===== src/rtl/hrc_pkg.sv =====
// shared types, constants and helpers of the hls to rgb converter
package hrc_pkg;

    // fixed point format
    localparam int FRAC_BITS = 12;
    localparam int IN_W      = 24;
    localparam int OUT_W     = 13;

    // internal widths
    localparam int V_W   = FRAC_BITS + 1;           // 0..1.0
    localparam int H_W   = FRAC_BITS + 9;           // hue 0..360 degrees
    localparam int HC_W  = H_W + 2;                 // signed offset hue
    localparam int DH_W  = FRAC_BITS + 6;           // ramp distance, up to 60 degrees
    localparam int DF_W  = FRAC_BITS + 2;           // m2 - m1
    localparam int P_W   = 2 * FRAC_BITS + 3;       // lightness product
    localparam int N_W   = DF_W + DH_W;             // ramp numerator
    localparam int X_W   = FRAC_BITS + 5;           // numerator after the power of two part
    localparam int M_W   = FRAC_BITS + 8;           // reciprocal of 15
    localparam int PR_W  = X_W + M_W;               // reciprocal product
    localparam int Q_W   = FRAC_BITS + 2;           // ramp quotient
    localparam int C_W   = FRAC_BITS + 4;           // signed channel value
    localparam int WR_W  = FRAC_BITS + 14;          // hue wrap candidates

    localparam longint ONE_FX  = longint'(1) <<< FRAC_BITS;
    localparam longint DEG60   = 60 * ONE_FX;
    localparam longint DEG120  = 120 * ONE_FX;
    localparam longint DEG180  = 180 * ONE_FX;
    localparam longint DEG240  = 240 * ONE_FX;
    localparam longint DEG360  = 360 * ONE_FX;
    localparam longint HALF60  = DEG60 / 2;

    // 60 degrees is 15 << (FRAC_BITS + 2): shift, then multiply by 1/15
    localparam int     X_SH    = FRAC_BITS + 2;
    localparam int     RCP_SH  = FRAC_BITS + 11;
    localparam longint RCP_M   = ((longint'(1) <<< RCP_SH) + 14) / 15;

    // number of 360 degree turns the 24 bit hue can span
    localparam int WRAP_N = int'((longint'(1) <<< (IN_W - 1)) / DEG360) + 1;

    // mode codes
    localparam logic [1:0] MODE_RGB = 2'd0;
    localparam logic [1:0] MODE_HLS = 2'd1;
    localparam logic [1:0] MODE_HSL = 2'd2;

    typedef struct packed {
        logic [1:0]             mode;
        logic signed [IN_W-1:0] comp_a;
        logic signed [IN_W-1:0] comp_b;
        logic signed [IN_W-1:0] comp_c;
    } t_hrc_in;

    typedef struct packed {
        logic [OUT_W-1:0] red_out;
        logic [OUT_W-1:0] green_out;
        logic [OUT_W-1:0] blue_out;
    } t_hrc_out;

    // channel segment over the hue circle
    typedef enum logic [1:0] {
        SEG_RAMP,
        SEG_HI,
        SEG_LO
    } t_hrc_seg;

    // clamp a signed value to 0..1.0
    function automatic logic [V_W-1:0] clamp_unit(input logic signed [IN_W-1:0] v);
        logic [V_W-1:0] res;
        if (v < 0) begin
            res = '0;
        end else if (v > ONE_FX) begin
            res = V_W'(ONE_FX);
        end else begin
            res = v[V_W-1:0];
        end
        return res;
    endfunction

endpackage


===== src/rtl/hls_to_rgb_converter_core.sv =====
// hls to rgb converter: six stage pipeline, one pixel per clock unless stalled
// Takes one pixel per clock while o_ready is high and returns one result per
// pixel, in order, from the output register of the pipe. Mode 0 (and the
// unused mode 3) clamps the three components to 0..1.0 and passes them on;
// mode 1 reads hue, lightness, saturation, mode 2 hue, saturation,
// lightness. Stages: hue wrap and clamps, lightness product, m1/m2, ramp
// products, multiply by 1/15 for the divide by 60 degrees, channel select and
// clamp. Every stage holds its own valid bit and moves whenever the stage
// after it is empty or moving, so empty slots close up under backpressure;
// with i_ready high, o_ready is high. The three multiplier stages (lightness
// product, ramp numerator, reciprocal) set the pipeline depth.
module hls_to_rgb_converter_core
    import hrc_pkg::*;
(
    input  logic     i_clk,
    input  logic     i_rst_n,
    input  logic     i_valid,
    output logic     o_ready,
    input  t_hrc_in  i_data,
    output logic     o_valid,
    input  logic     i_ready,
    output t_hrc_out o_data
);

    // stage advance enables, ripple back from the output
    logic w_en1, w_en2, w_en3, w_en4, w_en5, w_en6;

    // valid bits
    logic r_v1, r_v2, r_v3, r_v4, r_v5, r_v6;

    // passthrough (rgb mode or zero saturation) carried down the pipe
    logic           r_s1_pass, r_s2_pass, r_s3_pass, r_s4_pass, r_s5_pass;
    logic [V_W-1:0] r_s1_pv [3];
    logic [V_W-1:0] r_s2_pv [3];
    logic [V_W-1:0] r_s3_pv [3];
    logic [V_W-1:0] r_s4_pv [3];
    logic [V_W-1:0] r_s5_pv [3];

    // stage 1: wrapped hue, clamped lightness and saturation
    logic [H_W-1:0] r_s1_h, n_s1_h;
    logic [V_W-1:0] r_s1_l, n_s1_l;
    logic [V_W-1:0] r_s1_s, n_s1_s;
    logic           n_s1_pass;
    logic [V_W-1:0] n_s1_pv [3];

    // stage 2: lightness product, channel segments
    logic [P_W-1:0] r_s2_p, n_s2_p;
    logic           r_s2_le, n_s2_le;
    logic [V_W-1:0] r_s2_l;
    logic [V_W-1:0] r_s2_s;
    t_hrc_seg       r_s2_seg [3];
    t_hrc_seg       n_s2_seg [3];
    logic [DH_W-1:0] r_s2_dh [3];
    logic [DH_W-1:0] n_s2_dh [3];

    // stage 3: m1, m2 and their distance
    logic signed [C_W-1:0] r_s3_m1, n_s3_m1;
    logic [V_W-1:0]        r_s3_m2, n_s3_m2;
    logic [DF_W-1:0]       r_s3_diff, n_s3_diff;
    t_hrc_seg              r_s3_seg [3];
    logic [DH_W-1:0]       r_s3_dh [3];

    // stage 4: ramp numerators
    logic signed [C_W-1:0] r_s4_m1;
    logic [V_W-1:0]        r_s4_m2;
    t_hrc_seg              r_s4_seg [3];
    logic [N_W-1:0]        r_s4_num [3];

    // stage 5: numerator times 1/15
    logic signed [C_W-1:0] r_s5_m1;
    logic [V_W-1:0]        r_s5_m2;
    t_hrc_seg              r_s5_seg [3];
    logic [PR_W-1:0]       r_s5_prod [3];
    logic [PR_W-1:0]       n_s5_prod [3];

    // stage 6: output register
    t_hrc_out r_out, n_out;

    assign w_en6   = !r_v6 || i_ready;
    assign w_en5   = !r_v5 || w_en6;
    assign w_en4   = !r_v4 || w_en5;
    assign w_en3   = !r_v3 || w_en4;
    assign w_en2   = !r_v2 || w_en3;
    assign w_en1   = !r_v1 || w_en2;
    assign o_ready = w_en1;
    assign o_valid = r_v6;
    assign o_data  = r_out;

    // stage 1: hue wrap into 0..360, component clamps
    always_comb begin
        logic signed [WR_W-1:0] hx;
        logic signed [WR_W-1:0] cand;
        logic signed [WR_W-1:0] hw;
        logic                   hue;
        logic signed [IN_W-1:0] l_raw;
        logic signed [IN_W-1:0] s_raw;
        hx    = WR_W'(i_data.comp_a);
        hw    = hx;
        cand  = '0;
        if (hx < 0) begin
            // negative hue: add turns until it lands in 0..just below 360
            for (int k = 1; k <= WRAP_N; k++) begin
                cand = hx + WR_W'(longint'(k) * DEG360);
                if (cand >= 0 && cand < DEG360) begin
                    hw = cand;
                end
            end
        end else if (hx > DEG360) begin
            // above 360: take off turns until it lands in just above 0..360
            for (int k = 1; k <= WRAP_N; k++) begin
                cand = hx - WR_W'(longint'(k) * DEG360);
                if (cand > 0 && cand <= DEG360) begin
                    hw = cand;
                end
            end
        end
        n_s1_h = hw[H_W-1:0];

        hue   = (i_data.mode == MODE_HLS) || (i_data.mode == MODE_HSL);
        l_raw = (i_data.mode == MODE_HSL) ? i_data.comp_c : i_data.comp_b;
        s_raw = (i_data.mode == MODE_HSL) ? i_data.comp_b : i_data.comp_c;
        n_s1_l = clamp_unit(l_raw);
        n_s1_s = clamp_unit(s_raw);

        // achromatic pixels leave as gray at the lightness
        n_s1_pass = !hue || (n_s1_s == '0);
        if (hue) begin
            n_s1_pv[0] = n_s1_l;
            n_s1_pv[1] = n_s1_l;
            n_s1_pv[2] = n_s1_l;
        end else begin
            n_s1_pv[0] = clamp_unit(i_data.comp_a);
            n_s1_pv[1] = clamp_unit(i_data.comp_b);
            n_s1_pv[2] = clamp_unit(i_data.comp_c);
        end
    end

    // stage 2: l*(1+s) or l*s, and the segment of each channel hue
    always_comb begin
        logic [V_W:0]            mult;
        logic signed [HC_W-1:0]  hc;
        n_s2_le = (r_s1_l <= V_W'(ONE_FX >>> 1));
        mult    = n_s2_le ? ((V_W + 1)'(ONE_FX) + (V_W + 1)'(r_s1_s))
                          : (V_W + 1)'(r_s1_s);
        n_s2_p  = P_W'(r_s1_l) * P_W'(mult);

        for (int c = 0; c < 3; c++) begin
            // red leads by 120 degrees, blue trails by 120
            if (c == 0) begin
                hc = HC_W'(r_s1_h) + HC_W'(DEG120);
            end else if (c == 1) begin
                hc = HC_W'(r_s1_h);
            end else begin
                hc = HC_W'(r_s1_h) - HC_W'(DEG120);
            end
            if (hc > DEG360) begin
                hc = hc - HC_W'(DEG360);
            end
            if (hc < 0) begin
                hc = hc + HC_W'(DEG360);
            end

            if (hc < DEG60) begin
                n_s2_seg[c] = SEG_RAMP;
                n_s2_dh[c]  = hc[DH_W-1:0];
            end else if (hc < DEG180) begin
                n_s2_seg[c] = SEG_HI;
                n_s2_dh[c]  = '0;
            end else if (hc < DEG240) begin
                n_s2_seg[c] = SEG_RAMP;
                n_s2_dh[c]  = DH_W'(HC_W'(DEG240) - hc);
            end else begin
                n_s2_seg[c] = SEG_LO;
                n_s2_dh[c]  = '0;
            end
        end
    end

    // stage 3: round the product, form m2, m1 and m2 - m1
    always_comb begin
        logic [P_W-1:0] psum;
        logic [V_W-1:0] rnd;
        logic [V_W:0]   hi;
        psum = r_s2_p + P_W'(ONE_FX >>> 1);
        rnd  = psum[FRAC_BITS +: V_W];
        hi   = (V_W + 1)'(r_s2_l) + (V_W + 1)'(r_s2_s) - (V_W + 1)'(rnd);
        n_s3_m2   = r_s2_le ? rnd : hi[V_W-1:0];
        n_s3_m1   = $signed(C_W'({r_s2_l, 1'b0})) - $signed(C_W'(n_s3_m2));
        n_s3_diff = DF_W'({n_s3_m2, 1'b0}) - DF_W'({r_s2_l, 1'b0});
    end

    // stage 5: round, drop the power of two part of 60 degrees, times 1/15
    always_comb begin
        logic [N_W:0]   nsum;
        logic [X_W-1:0] x;
        for (int c = 0; c < 3; c++) begin
            nsum         = (N_W + 1)'(r_s4_num[c]) + (N_W + 1)'(HALF60);
            x            = nsum[X_SH +: X_W];
            n_s5_prod[c] = PR_W'(x) * PR_W'(RCP_M);
        end
    end

    // stage 6: pick ramp, m2 or m1, then clamp
    always_comb begin
        logic [Q_W-1:0]        q;
        logic signed [C_W-1:0] ch;
        logic [V_W-1:0]        v [3];
        for (int c = 0; c < 3; c++) begin
            q = r_s5_prod[c][RCP_SH +: Q_W];
            case (r_s5_seg[c])
                SEG_RAMP: ch = r_s5_m1 + $signed(C_W'(q));
                SEG_HI:   ch = $signed(C_W'(r_s5_m2));
                SEG_LO:   ch = r_s5_m1;
                default:  ch = r_s5_m1;
            endcase
            v[c] = r_s5_pass ? r_s5_pv[c] : clamp_unit(IN_W'(ch));
        end
        n_out.red_out   = OUT_W'(v[0]);
        n_out.green_out = OUT_W'(v[1]);
        n_out.blue_out  = OUT_W'(v[2]);
    end

    // valid bits
    always_ff @(posedge i_clk) begin
        if (!i_rst_n) begin
            r_v1 <= 1'b0;
            r_v2 <= 1'b0;
            r_v3 <= 1'b0;
            r_v4 <= 1'b0;
            r_v5 <= 1'b0;
            r_v6 <= 1'b0;
        end else begin
            if (w_en1) begin
                r_v1 <= i_valid;
            end
            if (w_en2) begin
                r_v2 <= r_v1;
            end
            if (w_en3) begin
                r_v3 <= r_v2;
            end
            if (w_en4) begin
                r_v4 <= r_v3;
            end
            if (w_en5) begin
                r_v5 <= r_v4;
            end
            if (w_en6) begin
                r_v6 <= r_v5;
            end
        end
    end

    // payload registers
    always_ff @(posedge i_clk) begin
        if (w_en1) begin
            r_s1_h    <= n_s1_h;
            r_s1_l    <= n_s1_l;
            r_s1_s    <= n_s1_s;
            r_s1_pass <= n_s1_pass;
            r_s1_pv   <= n_s1_pv;
        end
        if (w_en2) begin
            r_s2_p    <= n_s2_p;
            r_s2_le   <= n_s2_le;
            r_s2_l    <= r_s1_l;
            r_s2_s    <= r_s1_s;
            r_s2_seg  <= n_s2_seg;
            r_s2_dh   <= n_s2_dh;
            r_s2_pass <= r_s1_pass;
            r_s2_pv   <= r_s1_pv;
        end
        if (w_en3) begin
            r_s3_m1   <= n_s3_m1;
            r_s3_m2   <= n_s3_m2;
            r_s3_diff <= n_s3_diff;
            r_s3_seg  <= r_s2_seg;
            r_s3_dh   <= r_s2_dh;
            r_s3_pass <= r_s2_pass;
            r_s3_pv   <= r_s2_pv;
        end
        if (w_en4) begin
            for (int c = 0; c < 3; c++) begin
                r_s4_num[c] <= N_W'(r_s3_diff) * N_W'(r_s3_dh[c]);
            end
            r_s4_m1   <= r_s3_m1;
            r_s4_m2   <= r_s3_m2;
            r_s4_seg  <= r_s3_seg;
            r_s4_pass <= r_s3_pass;
            r_s4_pv   <= r_s3_pv;
        end
        if (w_en5) begin
            r_s5_prod <= n_s5_prod;
            r_s5_m1   <= r_s4_m1;
            r_s5_m2   <= r_s4_m2;
            r_s5_seg  <= r_s4_seg;
            r_s5_pass <= r_s4_pass;
            r_s5_pv   <= r_s4_pv;
        end
        if (w_en6) begin
            r_out <= n_out;
        end
    end

endmodule


===== config.mk =====
export PLATFORM = sky130hd
export DESIGN_NAME = hls_to_rgb_converter_core
export DESIGN_NICKNAME = d
export VERILOG_FILES = /design/src/rtl/hrc_pkg.sv /design/src/rtl/hls_to_rgb_converter_core.sv
export SDC_FILE = /design/constraint.sdc
export NUM_CORES = 2
export LEC_CHECK = 0
export BUFFER_PORTS_ARGS = -buffer_cell sky130_fd_sc_hd__buf_2
export CAP_MARGIN = 20
export CORE_MARGIN = 2
export CORE_UTILIZATION = 40
export CTS_CLUSTER_DIAMETER = 80
export DETAILED_ROUTE_END_ITERATION = 8
export MAX_ROUTING_LAYER = met4
export PLACE_DENSITY = 0.64
export REMOVE_ABC_BUFFERS = 1
export SLEW_MARGIN = 20
export SYNTH_ARGS = -nofsm -noshare
export SYNTH_HDL_FRONTEND = slang
export SYNTH_SLANG_ARGS = --single-unit

===== constraint.sdc =====
create_clock -name i_clk -period 8.84 [get_ports i_clk]
set_input_delay 1.768 -clock i_clk [delete_from_list [all_inputs] [get_ports i_clk]]
set_output_delay 1.768 -clock i_clk [all_outputs]
set_load 0.05 [all_outputs]

# --- Word-level counts from Yosys, hierarchy flattened ---
# Memories as Yosys holds them, arrays and structs flattened.
# Index checks and enable logic that the tools add are counted.
word_totals:
  reg_bits: 688
  ramBits: 96
  in_bits: 78
  out_inout_bits: 41
  wordCells: 270
  memories: 1
mem_list:
  columns: ["name", "depth", "width", "rd", "rd_clocked_by_memory_dff", "wr", "line", "source"]
  rows:
  - ["r_s4_num", 3, 32, 3, 0, 3, "hls_to_rgb_converter_core.sv:67", "logic [N_W-1:0] r_s4_num [3];"]
classes:
  add_sub_neg: 35
  mul: 7
  order_cmp: 57
  n_eq_ne: 5
  muxes: 64
  n_reduce_logical: 34
op_table:
  columns: ["cell", "n"]
  rows:
  - ["$mux W21", 14]
  - ["$mux W13", 20]
  - ["$mux W18", 9]
  - ["$lt A23 B21 Y1 const B", 6]
  - ["$mux W23", 6]
  - ["$ge A25 B1 Y1 const B", 5]
  - ["$gt A25 B1 Y1 const B", 5]
  - ["$le A25 B22 Y1 const B", 5]
  - ["$lt A25 B22 Y1 const B", 5]
  - ["$gt A24 B14 Y1 const B", 5]
  - ["$lt A24 B1 Y1 const B", 5]
  - ["$mul A17 B20 Y37 const B", 3]
  - ["$mul A14 B18 Y32", 3]
  - ["$pmux W16 S2", 3]
  - ["$add A31 B17 Y31 const B", 3]
  - ["$add A24 B24 Y25 const B", 3]
  - ["$sub A24 B24 Y25 const B", 3]
  - ["$add A23 B22 Y23 const B", 3]
  - ["$lt A23 B1 Y1 const B", 3]
  - ["$lt A23 B19 Y1 const B", 3]
  - ["$sub A17 B18 Y18 const A", 3]
  - ["$add A16 B15 Y16", 3]
  - ["$gt A16 B14 Y1 const B", 3]
  - ["$lt A16 B1 Y1 const B", 3]
  - ["40 further kinds", 78]

# --- Longest topological paths before layout ---
depth:
  ltp_word: 11
  mapped_depth: 28
  depth_no_buf: 28

# --- Worst setup path after synthesis ---
# No wires, ideal clock.
synth_timing:
  path_type: "reg2reg"
  from: "register r_s3_diff[2]"
  to: "memory r_s4_num[0][62] (netlist name) (data pin)"
  setup_time_ns: 0.266
  arrival_time_ns: 6.326
  required_ns: 8.574
  slack_ns: 2.248
  path_stages_with_launch: 23
  n_path_buf: 2
  synth_period_minus_slack_ns: 6.592
  path_cell_list: "edfxtp_1 > clkbuf_1 > clkbuf_1 > nand2_1 > fa_1 > inv_1 > fa_1 > fa_1 > inv_1 > fa_1 > fa_1 > inv_1 > ha_1 > ha_1 > a21o_1 > a2111oi_0 > a2111o_1 > a211oi_1 > nor4b_1 > o21ai_0 > o41ai_1 > mux2i_1 > nand4_1"
synth_lines:
  columns: ["element", "line", "source"]
  rows:
  - ["start: declaration", "hls_to_rgb_converter_core.sv:59", "logic [DF_W-1:0] r_s3_diff, n_s3_diff;"]
  - ["start signal: assignment", "hls_to_rgb_converter_core.sv:276", "r_s3_diff <= n_s3_diff;"]
  - ["end: declaration", "hls_to_rgb_converter_core.sv:67", null]

==> flow_metrics.py <==
metrics = {
    "timing": {
        "setup_viol": 0,
        "min_period_over_period": 0.8390,
        "hold_viol": 0,
        "holdWs_ps": 406.6,
        "rsz0062_at_grt": "false",
        "clock_skew_ps": 47.68,
        "drv_slew": 0,
        "timing.fmax_ghz": 0.1348,
        "fin_crit_ps": 7417,
        "worstMarginPinSlew_ps": 1161,
        "max_slew_margin": 0.2258,
        "setup_tns_ps": 0,
    },
    "logic_synthesis": {
        "synth-main-ff-cell": "edfxtp_1",
        "syn_area_per_cell_sq_um": 10.34,
        "synth.distinct_cells": 96,
        "syn_area_sq_um": 66620,
        "synth-async-reset-ratio": 0,
        "synth_edf_count": 649,
        "synth_seq_cells": 655,
        "syn_inst": 6445,
        "yosysWarnings": 0,
        "ys_seq_area_frac": 0.2944,
    },
    "floorplanning": {
        "fp.dieH_um": 412.1,
        "coreArea_sq_um": 165200,
        "rows": 149,
        "die_area_sq_um": 169800,
        "fp.dieW_um": 412.1,
        "ioPinCount": 119,
        "start_util": 0.4033,
    },
    "global_route": {
        "grt_max_degree": 83,
        "antenna_found_initial": 5,
        "grt.total_usage": 0.2058,
        "grt_pass1_vias": 48300,
        "grt_pass1_wl_um": 267800,
        "gr-total-overflow": 0,
    },
    "job": {
        "max-cap-violations": 0,
    },
    "worst_setup_path": {
        "worstPathArrival_ps": 7810,
        "reg2reg_to": "r_s4_num[0][62]$_DFFE_PP_",
        "end_kind": "flop",
        "worst-path-max-fanout": 45,
        "rr_startpoint": "r_s3_diff[2]$_DFFE_PP_",
        "critPathKind": "flop to flop",
        "critPathLaunchType": "flop",
        "cp_data_required_time_ps": 9230,
        "r2r_slack_ps": 1420,
        "reg2reg_depth": 21,
    },
    "clock_network": {
        "numCtsBuffers": 75,
        "htree_num_levels": 3,
        "clk_pin_slew_ps": 60,
        "ctsHoldBuffers": 0,
        "clock-sinks": 655,
        "root_buffer": "clkbuf_16",
        "clock_latency_ps": 660,
        "cts_tree": "built",
        "clock_path_buffers": 3,
        "cts_resized": 0,
        "postCtsSetupBuffers": 0,
    },
    "layout": {
        "stdcell_area_sq_um": 71840,
        "nNetsFinal": 8005,
        "fill_cells": 15670,
        "finish.utilization": 0.4349,
        "layout_commonest_cell": "inv_1",
        "final_cell_mix": "inv_1, nand2_1, fa_1",
        "area_growth_pct": 7.845,
        "final_layout_size_suffix_gt1_frac": 0.04973,
    },
    "drt": {
        "avgRoutedWirePerCell_um": 19.29,
        "drtIter0Drc": 3547,
        "drt_first_pass_iters": 8,
        "drc": 0,
        "num_vias": 46320,
        "viasPerCell": 5.343,
        "antenna_left": 0,
        "wirelength_um": 167200,
    },
    "placement": {
        "io_buffers": 118,
        "place_congestion": 0.9594,
        "placed_cell_area_sq_um": 69250,
        "hpwl_um": 130300,
    },
    "min_path": {
        "hp-class": "flop to flop",
        "holdPathEnd": "r_s4_pv[32]$_DFFE_PP_",
        "worstHoldPathCells": 0,
        "hp-start": "r_s3_pv[32]$_DFFE_PP_",
    },
    "status": {
        "outcome": "finished clean",
    },
}
==> cells by family after synthesis <==
logic type,after synthesis,share of synthesized area
mux,59,0.008884
xor+xnor,283,0.03732
simple gates,1807,0.1310
flops,655,0.2944
fa+ha+maj,1514,0.3707
compound gates,866,0.08593
buf+inv,1261,0.07188
==> worst max-delay path by stage <==
stage	start	slack [ps]	cells past startpoint	to
floorplan	r_s3_diff[2]$_DFFE_PP_	1850	20	r_s4_num[0][62]$_DFFE_PP_
global placement	r_s3_diff[2]$_DFFE_PP_	1560	21	r_s4_num[0][62]$_DFFE_PP_
detailed placement	r_s3_diff[2]$_DFFE_PP_	1390	21	r_s4_num[0][62]$_DFFE_PP_
CTS	r_s3_diff[2]$_DFFE_PP_	1380	21	r_s4_num[0][62]$_DFFE_PP_
global route	r_s3_diff[2]$_DFFE_PP_	780	21	r_s4_num[0][62]$_DFFE_PP_
finish	r_s3_diff[2]$_DFFE_PP_	1420	21	r_s4_num[0][62]$_DFFE_PP_
==> worst max-delay path: stages, from the launching register on <==
cell,delay (ps)
edfxtp_1,490
buf_4,530
nand2_1,160
fa_1,560
inv_1,50
fa_1,480
inv_1,60
fa_1,490
inv_1,50
fa_1,550
fa_1,420
ha_1,300
ha_1,300
a2111oi_0,490
buf_4,210
a2111o_1,180
a211oi_1,100
nor4b_1,500
o21ai_0,300
o41ai_1,620
mux2i_1,250
nand4_1,80
==> synthesized netlist by cell type, types with 33 or more instances <==
| cell | number | share of area |
|---|---|---|
| a22o_1 | 46 | 0.0060 |
| nor3_1 | 78 | 0.0059 |
| nand3_1 | 97 | 0.0073 |
| nand4_1 | 33 | 0.0031 |
| o21a_1 | 47 | 0.0053 |
| and2_1 | 332 | 0.031 |
| nand2_1 | 768 | 0.043 |
| inv_1 | 990 | 0.056 |
| xnor2_1 | 197 | 0.026 |
| ha_1 | 747 | 0.14 |
| and3_1 | 46 | 0.0043 |
| fa_1 | 766 | 0.23 |
| xor2_1 | 85 | 0.011 |
| o21ai_0 | 166 | 0.012 |
| a21o_1 | 55 | 0.0062 |
| mux2i_1 | 58 | 0.0087 |
| nor4_1 | 37 | 0.0035 |
| nor2_1 | 244 | 0.014 |
| clkbuf_1 | 229 | 0.013 |
| a21oi_1 | 244 | 0.018 |
| edfxtp_1 | 649 | 0.29 |
==> routing by layer <==
metal / GRT usage / wire length [um] / up-vias
met5: - / 0 / -
met4: 0.05821 / 4480 / 0
met3: 0.02971 / 10260 / 259
met2: 0.3292 / 78890 / 1384
met1: 0.2726 / 73600 / 23240
li1: - / - / 21430
==> flip-flops by register name, summed over array words and instances (netlist names), 21 cells and up <==
register and flops:
r_s1_pv 39, r_s3_pv 39, r_s4_pv 39, r_s2_pv 39
r_s5_pv 39, r_s1_h 21, r_s2_dh 54, r_s5_prod 42
r_s3_dh 54, o_data 39, r_s4_num 54
==> per-stage QoR <==
stage	std cells	worst slack (ps)
final	8669	1423
after detailed placement	8526	1387
after floorplan	6180	1851
after global routing	8669	783.2
after CTS	8664	1378
after global placement	8526	1559
==> final cells by class <==
| type | instances | area [sq um] | area share |
|---|---|---|---|
| Inverter | 996 | 3746 | 0.05214 |
| Tap cell | 2189 | 2739 | 0.03812 |
| Timing Repair Buffer | 157 | 895.9 | 0.01247 |
| Multi-Input combinational cell | 4529 | 42260 | 0.5883 |
| Sequential cell | 655 | 19610 | 0.2729 |
| Clock inverter | 55 | 646.9 | 0.009004 |
| Clock buffer | 83 | 1928 | 0.02684 |
| Antenna cell | 5 | 12.51 | 0.0001742 |
Power is not shown: default switching activity piles up to over one toggle a cycle in this logic, so the estimate is an artifact.
